`config.mk`:
```
export PLATFORM = sky130hd
export DESIGN_NAME = display_idle_power_timer_core
export DESIGN_NICKNAME = d
export VERILOG_FILES = /design/src/rtl/core/dipt_pkg.sv /design/src/rtl/core/display_idle_power_timer_core.sv /design/src/rtl/core/dipt_eval.sv
export SDC_FILE = /design/constraint.sdc
export NUM_CORES = 1
export LEC_CHECK = 0
export BUFFER_PORTS_ARGS = -buffer_cell sky130_fd_sc_hd__buf_4
export CORE_MARGIN = 4
export CORE_UTILIZATION = 45
export DETAILED_ROUTE_END_ITERATION = 10
export PLACE_DENSITY = 0.64
export SETUP_SLACK_MARGIN = 0.5
export SLEW_MARGIN = 15
export SYNTH_ARGS = -nofsm -noshare
export SYNTH_HDL_FRONTEND = slang
export SYNTH_SLANG_ARGS = --single-unit
```
`constraint.sdc`:
```
create_clock -name clk -period 14.5 [get_ports clk]
set_input_delay 2.175 -clock clk [delete_from_list [all_inputs] [get_ports clk]]
set_output_delay 2.175 -clock clk [all_outputs]
set_load 0.01 [all_outputs]
```
`src/rtl/core/dipt_pkg.sv`:
```
// Shared types and constants for the display idle power timer.
`default_nettype none

package dipt_pkg;

  localparam int unsigned TIME_W  = 32;
  localparam int unsigned DELAY_W = 31;
  localparam int unsigned LEVEL_W = 2;
  localparam int unsigned CFG_IDX_W = 3;

  localparam logic [DELAY_W-1:0] MAX_DELAY = {DELAY_W{1'b1}};

  localparam logic [LEVEL_W-1:0] LVL_ON      = 2'd0;
  localparam logic [LEVEL_W-1:0] LVL_STANDBY = 2'd1;
  localparam logic [LEVEL_W-1:0] LVL_SUSPEND = 2'd2;
  localparam logic [LEVEL_W-1:0] LVL_OFF     = 2'd3;

  localparam logic [CFG_IDX_W-1:0] REG_PM_ENABLE    = 3'd0;
  localparam logic [CFG_IDX_W-1:0] REG_STANDBY      = 3'd1;
  localparam logic [CFG_IDX_W-1:0] REG_SUSPEND      = 3'd2;
  localparam logic [CFG_IDX_W-1:0] REG_OFF          = 3'd3;
  localparam logic [CFG_IDX_W-1:0] REG_SAVER        = 3'd4;
  localparam logic [CFG_IDX_W-1:0] REG_SAVER_REPEAT = 3'd5;

  typedef struct packed {
    logic               power_mgmt_enable;
    logic [DELAY_W-1:0] standby_after_ms;
    logic [DELAY_W-1:0] suspend_after_ms;
    logic [DELAY_W-1:0] off_after_ms;
    logic [DELAY_W-1:0] saver_after_ms;
    logic [DELAY_W-1:0] saver_repeat_ms;
  } dipt_cfg_t;

  typedef struct packed {
    logic [LEVEL_W-1:0] level_next;
    logic               level_changed;
    logic               saver_activate;
    logic [DELAY_W-1:0] next_check_ms;
  } dipt_res_t;

endpackage

`default_nettype wire

```
`src/rtl/core/display_idle_power_timer_core.sv`:
```
// Top level of the display idle power timer: config registers, input and result stages.
//
//  channel | direction | transfer when        | payload
//  in_     | input     | in_valid & !in_stall | now_ms, last_activity_ms, level_now
//  out_    | output    | out_valid & !out_stall | level_next, level_changed,
//          |           |                      | saver_activate, next_check_ms
//  cfg_    | input     | cfg_we               | cfg_index, cfg_wdata
//
//  One check per cycle when the output is not stalled; an input is held in the input register,
//  evaluated by the evaluation logic, and its result is held in the result register,
//  which presents it on the out_ channel.
//  Synchronous active-low reset clears the config registers and both stage valids.
//  A stalled result holds the result register; the input stage keeps taking
//  items until it is also full, then in_stall rises.
`default_nettype none

module display_idle_power_timer_core (
  input  logic                              clk,
  input  logic                              rst_n,

  input  logic                              cfg_we,
  input  logic [dipt_pkg::CFG_IDX_W-1:0]    cfg_index,
  input  logic [dipt_pkg::DELAY_W-1:0]      cfg_wdata,

  input  logic                              in_valid,
  output logic                              in_stall,
  input  logic [dipt_pkg::TIME_W-1:0]       in_now_ms,
  input  logic [dipt_pkg::TIME_W-1:0]       in_last_activity_ms,
  input  logic [dipt_pkg::LEVEL_W-1:0]      in_level_now,

  output logic                              out_valid,
  input  logic                              out_stall,
  output logic [dipt_pkg::LEVEL_W-1:0]      out_level_next,
  output logic                              out_level_changed,
  output logic                              out_saver_activate,
  output logic [dipt_pkg::DELAY_W-1:0]      out_next_check_ms
);
  import dipt_pkg::*;

  dipt_cfg_t cfg_r;

  logic               s1_valid_r;
  logic [TIME_W-1:0]  s1_now_r;
  logic [TIME_W-1:0]  s1_last_r;
  logic [LEVEL_W-1:0] s1_level_r;

  logic      out_valid_r;
  dipt_res_t out_res_r;
  dipt_res_t res;

  logic out_ready;
  logic s1_take;

  assign out_ready = !out_valid_r || !out_stall;
  assign s1_take   = !s1_valid_r || out_ready;
  assign in_stall  = !s1_take;

  always_ff @(posedge clk) begin
    if (!rst_n) begin
      cfg_r <= '0;
    end else if (cfg_we) begin
      unique case (cfg_index)
        REG_PM_ENABLE:    cfg_r.power_mgmt_enable <= cfg_wdata[0];
        REG_STANDBY:      cfg_r.standby_after_ms  <= cfg_wdata;
        REG_SUSPEND:      cfg_r.suspend_after_ms  <= cfg_wdata;
        REG_OFF:          cfg_r.off_after_ms      <= cfg_wdata;
        REG_SAVER:        cfg_r.saver_after_ms    <= cfg_wdata;
        REG_SAVER_REPEAT: cfg_r.saver_repeat_ms   <= cfg_wdata;
        default: ;
      endcase
    end
  end

  always_ff @(posedge clk) begin
    if (!rst_n) begin
      s1_valid_r <= 1'b0;
    end else if (s1_take) begin
      s1_valid_r <= in_valid;
    end
  end

  always_ff @(posedge clk) begin
    if (s1_take && in_valid) begin
      s1_now_r   <= in_now_ms;
      s1_last_r  <= in_last_activity_ms;
      s1_level_r <= in_level_now;
    end
  end

  dipt_eval u_eval (
    .cfg              (cfg_r),
    .now_ms           (s1_now_r),
    .last_activity_ms (s1_last_r),
    .level_now        (s1_level_r),
    .res              (res)
  );

  always_ff @(posedge clk) begin
    if (!rst_n) begin
      out_valid_r <= 1'b0;
    end else if (out_ready) begin
      out_valid_r <= s1_valid_r;
    end
  end

  always_ff @(posedge clk) begin
    if (out_ready && s1_valid_r) begin
      out_res_r <= res;
    end
  end

  assign out_valid          = out_valid_r;
  assign out_level_next     = out_res_r.level_next;
  assign out_level_changed  = out_res_r.level_changed;
  assign out_saver_activate = out_res_r.saver_activate;
  assign out_next_check_ms  = out_res_r.next_check_ms;

  a_reset_clears_out: assert property (@(posedge clk) !rst_n |=> !out_valid_r)
    else $error("result valid set right after reset");

  a_stall_needs_full: assert property (@(posedge clk) disable iff (!rst_n)
    in_stall |-> (s1_valid_r && out_valid_r && out_stall))
    else $error("input stalled with room in the pipeline");

  a_saver_only_on: assert property (@(posedge clk) disable iff (!rst_n)
    (out_valid_r && out_saver_activate) |-> (out_level_next == LVL_ON))
    else $error("saver activated at a lowered power level");

  a_change_raises: assert property (@(posedge clk) disable iff (!rst_n)
    (out_valid_r && out_level_changed) |-> (out_level_next != LVL_ON))
    else $error("level change reported without a raise");

  a_move_forward: assert property (@(posedge clk) disable iff (!rst_n)
    (s1_valid_r && out_ready) |=> out_valid_r)
    else $error("input stage item lost on its way to the result register");

endmodule

`default_nettype wire

```
`src/rtl/core/dipt_eval.sv`:
```
// Idle time evaluation: power level escalation, saver decision and next check delay.
`default_nettype none

module dipt_eval (
  input  dipt_pkg::dipt_cfg_t             cfg,
  input  logic [dipt_pkg::TIME_W-1:0]     now_ms,
  input  logic [dipt_pkg::TIME_W-1:0]     last_activity_ms,
  input  logic [dipt_pkg::LEVEL_W-1:0]    level_now,
  output dipt_pkg::dipt_res_t             res
);
  import dipt_pkg::*;

  localparam int unsigned DIFF_W = TIME_W + 2;

  function automatic logic [DELAY_W-1:0] sat_delay(input logic signed [DIFF_W-1:0] d);
    logic signed [DIFF_W-1:0] lim;
    lim = signed'({{(DIFF_W-DELAY_W){1'b0}}, MAX_DELAY});
    return (d > lim) ? MAX_DELAY : d[DELAY_W-1:0];
  endfunction

  function automatic logic [DELAY_W-1:0] min_nz(input logic [DELAY_W-1:0] a,
                                                input logic [DELAY_W-1:0] pending);
    return (pending != '0 && pending < a) ? pending : a;
  endfunction

  logic [TIME_W-1:0]        diff_u;
  logic signed [DIFF_W-1:0] idle;

  logic signed [DIFF_W-1:0] d_stby, d_susp, d_off, d_saver;
  logic ge_stby, ge_susp, ge_off, ge_saver;
  logic ok_stby, ok_susp, ok_off;

  logic [LEVEL_W-1:0] lvl_a, lvl_b, lvl_c;
  logic [DELAY_W-1:0] step;
  logic [DELAY_W-1:0] next;
  logic               saver;

  assign diff_u = now_ms - last_activity_ms;
  assign idle   = signed'({{2{diff_u[TIME_W-1]}}, diff_u});

  assign d_stby  = signed'({{(DIFF_W-DELAY_W){1'b0}}, cfg.standby_after_ms}) - idle;
  assign d_susp  = signed'({{(DIFF_W-DELAY_W){1'b0}}, cfg.suspend_after_ms}) - idle;
  assign d_off   = signed'({{(DIFF_W-DELAY_W){1'b0}}, cfg.off_after_ms}) - idle;
  assign d_saver = signed'({{(DIFF_W-DELAY_W){1'b0}}, cfg.saver_after_ms}) - idle;

  assign ge_stby  = d_stby <= 0;
  assign ge_susp  = d_susp <= 0;
  assign ge_off   = d_off <= 0;
  assign ge_saver = d_saver <= 0;

  assign ok_stby = cfg.standby_after_ms != '0 && !ge_stby;
  assign ok_susp = cfg.suspend_after_ms != '0 && !ge_susp;
  assign ok_off  = cfg.off_after_ms != '0 && !ge_off;

  always_comb begin
    lvl_a = level_now;
    if (cfg.power_mgmt_enable && cfg.off_after_ms != '0 && lvl_a < LVL_OFF && ge_off) begin
      lvl_a = LVL_OFF;
    end
    lvl_b = lvl_a;
    if (cfg.power_mgmt_enable && cfg.suspend_after_ms != '0 && lvl_b < LVL_SUSPEND &&
        ge_susp) begin
      lvl_b = LVL_SUSPEND;
    end
    lvl_c = lvl_b;
    if (cfg.power_mgmt_enable && cfg.standby_after_ms != '0 && lvl_c < LVL_STANDBY &&
        ge_stby) begin
      lvl_c = LVL_STANDBY;
    end
  end

  always_comb begin
    step = '0;
    if (cfg.power_mgmt_enable) begin
      unique case (lvl_c)
        LVL_ON: begin
          if (ok_stby)      step = sat_delay(d_stby);
          else if (ok_susp) step = sat_delay(d_susp);
          else if (ok_off)  step = sat_delay(d_off);
        end
        LVL_STANDBY: begin
          if (ok_susp)      step = sat_delay(d_susp);
          else if (ok_off)  step = sat_delay(d_off);
        end
        LVL_SUSPEND: begin
          if (ok_off)       step = sat_delay(d_off);
        end
        default: step = '0;
      endcase
    end
  end

  always_comb begin
    next  = step;
    saver = 1'b0;
    if (lvl_c == LVL_ON && cfg.saver_after_ms != '0) begin
      if (!ge_saver) begin
        next = min_nz(sat_delay(d_saver), step);
      end else begin
        saver = 1'b1;
        if (cfg.saver_repeat_ms != '0) next = min_nz(cfg.saver_repeat_ms, step);
      end
    end
  end

  assign res.level_next     = lvl_c;
  assign res.level_changed  = lvl_c != level_now;
  assign res.saver_activate = saver;
  assign res.next_check_ms  = next;

endmodule

`default_nettype wire
```
# After elaboration in Yosys (flattened, before gate mapping)
# Cells that the tools add are included.
[totals] ff_bits=259 output_inout_bits=37 word_cells=99
[op_classes] n_addsub=5 magnitude_cmp=13 n_eq_ne=8 mux=18 n_reduce_logical=40
[op_table] cell="$mux 31" count=13
[op_table] cell="$reduce_bool 31->1" count=6
[op_table] cell="$gt 34x32->1 const B" count=4
[op_table] cell="$le 34x1->1 const B" count=4
[op_table] cell="$sub 32x32->33" count=4
[op_table] cell="$pmux 31 s3" count=1
[op_table] cell="$lt 31x31->1" count=2
[op_table] cell="$sub 32x32->32" count=1
[op_table] cell="$logic_and 1x1->1" count=17
[op_table] cell="$reduce_and 2->1" count=6
[op_table] cell="$logic_not 1->1" count=7
[op_table] cell="$eq 3x2->1 const B" count=2
[op_table] cell="$eq 3x3->1 const B" count=2
[op_table] cell="$mux 2" count=3
[op_table] cell="$lt 2x2->1 const B" count=2
[op_table] cell="$eq 3x1->1 const B" count=1
[op_table] cell="$logic_not 3->1" count=1
[op_table] cell="$eq 2x1->1 const B" count=1
[op_table] cell="$eq 2x2->1 const B" count=1
[op_table] cell="$logic_not 2->1" count=1
[op_table] cell="$logic_or 1x1->1" count=2
[op_table] cell="$lt 2x1->1 const B" count=1
[op_table] cell="$ne 2x2->1" count=1
[op_table] cell="$mux 1" count=1

# Depth between registers and ports, before layout
[logic_depth] word_depth=22 mapped_depth=50 ltp_nobuf=46

# Cells and area by module
# From an unflattened synthesis, not the netlist that was laid out.
[unflattened] cells_unflattened=2965 hier_area_um2=24385.9
[by_module_without_submodules] mod="dipt_eval" instances=1 cells_each=2312 area_per_inst_um2=15588.7 seq_area_each_um2=0.0
[by_module_without_submodules] mod="display_idle_power_timer_core" instances=1 cells_each=653 area_per_inst_um2=8797.2 seq_area_each_um2=6195.9

# Least setup slack after synthesis
# OpenSTA, ideal clock, no wires.
[synth_timing] path_kind="register -> register" start="register s1_now_r[7]" end="register out_res_r, in the netlist out_next_check_ms[25] (data pin)" setup_ps=261 t_arrival_ps=9136 slack_ps=5103 path_stages_with_launch=48 path_buffers=5 cell_sequence="edfxtp_1 -> ha_1 -> buf_2 -> and4_1 -> clkbuf_1 -> nand2_1 -> o31ai_1 -> a31oi_1 -> nor3_1 -> nor2_1 -> o21bai_1 -> a21oi_1 -> xor2_1 -> ha_1 -> inv_1 -> nor4_1 -> a221o_1 -> nor3_1 -> [... 12 more ...] -> nor2_1 -> ha_1 -> a21o_1 -> a21o_1 -> a21oi_1 -> nor2b_1 -> o21ai_0 -> nand2b_1 -> a21oi_1 -> nor2b_1 -> o21ai_0 -> nand3_1 -> nor2_1 -> inv_1 -> o21ai_1 -> clkbuf_1 -> nor2_1 -> a221o_1"
[synth_rtl] item="from (decl)" line_no="display_idle_power_timer_core.sv:43" text="logic [TIME_W-1:0] s1_now_r;"
[synth_rtl] item="from (signal assigned)" line_no="display_idle_power_timer_core.sv:84" text="s1_now_r <= in_now_ms;"
[synth_rtl] item="to (signal assigned)" line_no="display_idle_power_timer_core.sv:108" text="out_res_r <= res;"
[synth_rtl] item="to (decl)" line_no="display_idle_power_timer_core.sv:48" text="dipt_res_t out_res_r;"

==> results.sh <==
export IMPL_ys_ff_latch=259
export IMPL_dp_cells=3801
export IMPL_cp_arrival_ns=13.23
export IMPL_leakage_nw=10.8
export IMPL_die_area_um2=58300
export IMPL_cp_end_kind="flip-flop"
export IMPL_final_layout_size_suffix_gt1_share_pct=10.6
export IMPL_grt_pass1_wl_um=150000
export IMPL_crit_path_top_delay_cell="nand2_1"
export IMPL_synth_mux_area_fraction_pct=1.12
export IMPL_cts_root_buffer="clkbuf_16"
export IMPL_crit_path_max_incr_delay_ns=0.83
export IMPL_start_kind="flip-flop"
export IMPL_worst_path_stages=46
export IMPL_synth_xor_area_share_pct=5.90
export IMPL_wire_per_inst_um=26.5
export IMPL_setup_viol=0
export IMPL_worstSkewPairLatency_ns=0.58
export IMPL_core_area_um2=53900
export IMPL_ioPinCount=142
export IMPL_ir_drop_mv=0.0958
export IMPL_grt_max_degree=100
export IMPL_p_clk_share_pct=30.1
export IMPL_async_flop_share_pct=0
export IMPL_cts_htree_levels=2
export IMPL_grt_overflow=0
export IMPL_path_max_fanout=20
export IMPL_cp_common_cell="o21ai_0"
export IMPL_min_period_ns=12.90
export IMPL_synth_area_per_cell_um2=7.92
export IMPL_path_class="reg2reg"
export IMPL_die_w_um=241
export IMPL_slew_headroom_pct=13.0
export IMPL_gp_congestion=1.03
export IMPL_post_route_period_util_pct=89.0
export IMPL_dpl_hpwl_um=82100
export IMPL_synth_top_family_by_area="compound AO/OA/AOI/OAI gates"
export IMPL_rows=85
export IMPL_synth_largest_type_area_fraction_pct=12.9
export IMPL_hold_class="reg2reg"
export IMPL_die_h_um=241
export IMPL_synth_edf_count=101
export IMPL_worstRegToRegCells=46
export IMPL_p_int_mw=1.73
export IMPL_critPathRequiredTime_ns=14.83
export IMPL_grt_pass1_vias=23814
export IMPL_synthAdderAreaFrac_pct=11.0
export IMPL_drc=0
export IMPL_clkSlewWorstSetupHoldPaths_ns=0.07
export IMPL_initial_utilization_pct=45.5
export IMPL_synth_ff_type="dfxtp_1"
export IMPL_grt_setup_unrepaired="no"
export IMPL_slew_viol_final=0
export IMPL_cts_post_setup_buffers_inserted=0
export IMPL_yosys_warnings=0
export IMPL_syn_area_um2=24500
export IMPL_ant_nets=0
export IMPL_fin_skew_ns=0.0402
export IMPL_synth_simple_area_share_pct=22.8
export IMPL_synth_nets=3383
export IMPL_setup_tns_ns=0
export IMPL_num_vias=25343
export IMPL_setup_slack_ns=1.60
export IMPL_diodes=0
export IMPL_synth_distinct_cells=110
export IMPL_track_usage_pct=33.9
export IMPL_utilization_pct=50.6
export IMPL_avgViaCountPerCell=6.56
export IMPL_drt_iter0_drc=2394
export IMPL_first_pass_iters=7
export IMPL_dp_slack_ns=1.91
export IMPL_yosys_top_cells_area="dfxtp_1 (13%), edfxtp_1 (12%), ha_1 (9.1%)"
export IMPL_p_per_area_nw_per_um2=109
export IMPL_fin_cells=3863
export IMPL_max_freq_mhz=77.5
export IMPL_cts_hold_buf=0
export IMPL_clock_sinks=259
export IMPL_seqPwrFrac_pct=27.2
export IMPL_maxCapViolations=0
export IMPL_tightestPinTransition_ns=1.30
export IMPL_numPortBuffers=141
export IMPL_cts_buffer_depth=3
export IMPL_synth_compound_area_share_pct=29.0
export IMPL_layout_commonest_cell="nand2_1"
export IMPL_antenna_found_initial=1
export IMPL_ctsResizeCount=0
export IMPL_p_sw_mw=1.24
export IMPL_critPathBufInv=5
export IMPL_p_sw_share_pct=41.8
export IMPL_area_delta_synth_final_pct=11.4
export IMPL_cp_top_family="compound AO/OA/AOI/OAI gates"
export IMPL_synth_area_leader_cell="dfxtp_1"
export IMPL_p_comb_share_pct=42.8
export IMPL_status="finished clean"
export IMPL_layout_common_cells="nand2_1 (481), ha_1 (179), buf_4 (179)"
export IMPL_whs_path_depth=2
export IMPL_finalNetCount=3431
export IMPL_routed_wl_um=102000
export IMPL_cts_tree="yes"
export IMPL_synth_cells=3094
export IMPL_cts_buffers=34
export IMPL_finalHoldViolations=0
export IMPL_ys_seq_area_share_pct=25.3
[cell usage after synthesis (12+ instances only)]
library cell    n
ha_1          179
nor2_1        173
o21ai_0       110
nand4_1        48
a31o_2         12
o211ai_1       37
a221oi_1       21
o31ai_1        25
or2_2          19
o21a_1         34
nor3_1         63
a21oi_1       169
o221ai_1       15
inv_1         139
or3_1          15
nand2_1       481
a221o_1        28
a21o_1         62
xor2_1         53
edfxtp_1      101
and3_1         36
dfxtp_1       158
nand3_1        66
buf_2          24
nand2b_1       36
o2111ai_1      13
nor4_1         76
nor2b_1        39
a211oi_1       37
mux2i_1        23
o21bai_1       12
o21ai_1        14
maj3_1         35
a31oi_1        39
and4_1         18
xnor2_1        95
a21boi_0      167
clkbuf_1      127
and2_1         24
[registers in the layout, summed over array words and instances, names as in the netlist]
register            cells
cfg_r                 156
out_level_changed       1
out_level_next          2
out_next_check_ms      31
out_saver_activate      1
out_valid               1
s1_last_r              32
s1_level_r              2
s1_now_r               32
s1_valid_r              1
[power by group through the flow]
stage          Combinational (mW)  Sequential [mW]  Clock (mW)
6_report                     1.27            0.806       0.892
5_1_grt                      1.35            0.808       0.938
4_1_cts                      1.23            0.806       0.907
3_5_place_dp                 1.22            0.822           0
3_3_place_gp                 1.22            0.822           0
2_1_floorplan               0.802            0.816           0
[layer usage]
| layer | routed length (µm) | vias to the layer above | global-route usage [%] |
|---|---|---|---|
| met5 | 0 | - | 0 |
| met4 | 5400 | 0 | 14.9 |
| met3 | 9050 | 238 | 5.91 |
| met2 | 46000 | 1251 | 55.1 |
| met1 | 41800 | 12201 | 44.6 |
| li1 | - | 11653 | - |
[worst reg2reg max path: cells and delay by family, from the launching register on]
kind	cells	cell delay [ns]
and+or+nand+nor	12	2.84
xor gates and xnor gates	1	0.70
AOI/OAI and AO/OA	25	6.29
DFF	1	0.37
adders and majority gates	3	1.22
buffers and inverters	5	1.21
[layout make-up]
type	count	area [µm²]
fillers	5237	26600
clock buffers	49	1020
clock inverters	12	146
repair buffers	180	1370
inverters	140	526
multi-input cells	2527	17200
flip-flops and latches	259	6200
well taps	696	871
[worst paths after layout]
kind | slack [ns] | startpoint | endpoint
max | 1.60 | s1_now_r[9]$_DFFE_PP_ | out_next_check_ms[26]$_DFFE_PP_
min | 0.50 | cfg_r[120]$_SDFFE_PN0P_ | cfg_r[120]$_SDFFE_PN0P_
max reg2reg | 1.60 | s1_now_r[9]$_DFFE_PP_ | out_next_check_ms[26]$_DFFE_PP_
min reg2reg | 0.50 | cfg_r[120]$_SDFFE_PN0P_ | cfg_r[120]$_SDFFE_PN0P_
[stage by stage]
| stage | power [mW] | hold WS, ns | instance area [µm²] |
|---|---|---|---|
| 2_1_floorplan | 1.62 | 0.455 | 24500 |
| 3_5_place_dp | 2.04 | 0.485 | 26100 |
| 5_1_grt | 3.09 | 0.520 | 27300 |
| 3_3_place_gp | 2.04 | 0.475 | 26100 |
| 4_1_cts | 2.94 | 0.496 | 27300 |
| 6_report | 2.97 | 0.496 | 27300 |
[cells by family (layout without fill, tap and decap cells)]
logic type | after synthesis | after routing
xor+xnor | 155 | 155
compound gates | 973 | 973
simple gates | 1152 | 1152
mux | 27 | 27
fa+ha+maj | 220 | 220
flops | 259 | 259
buf+inv | 308 | 381
Power figures use the tool's default switching activity.
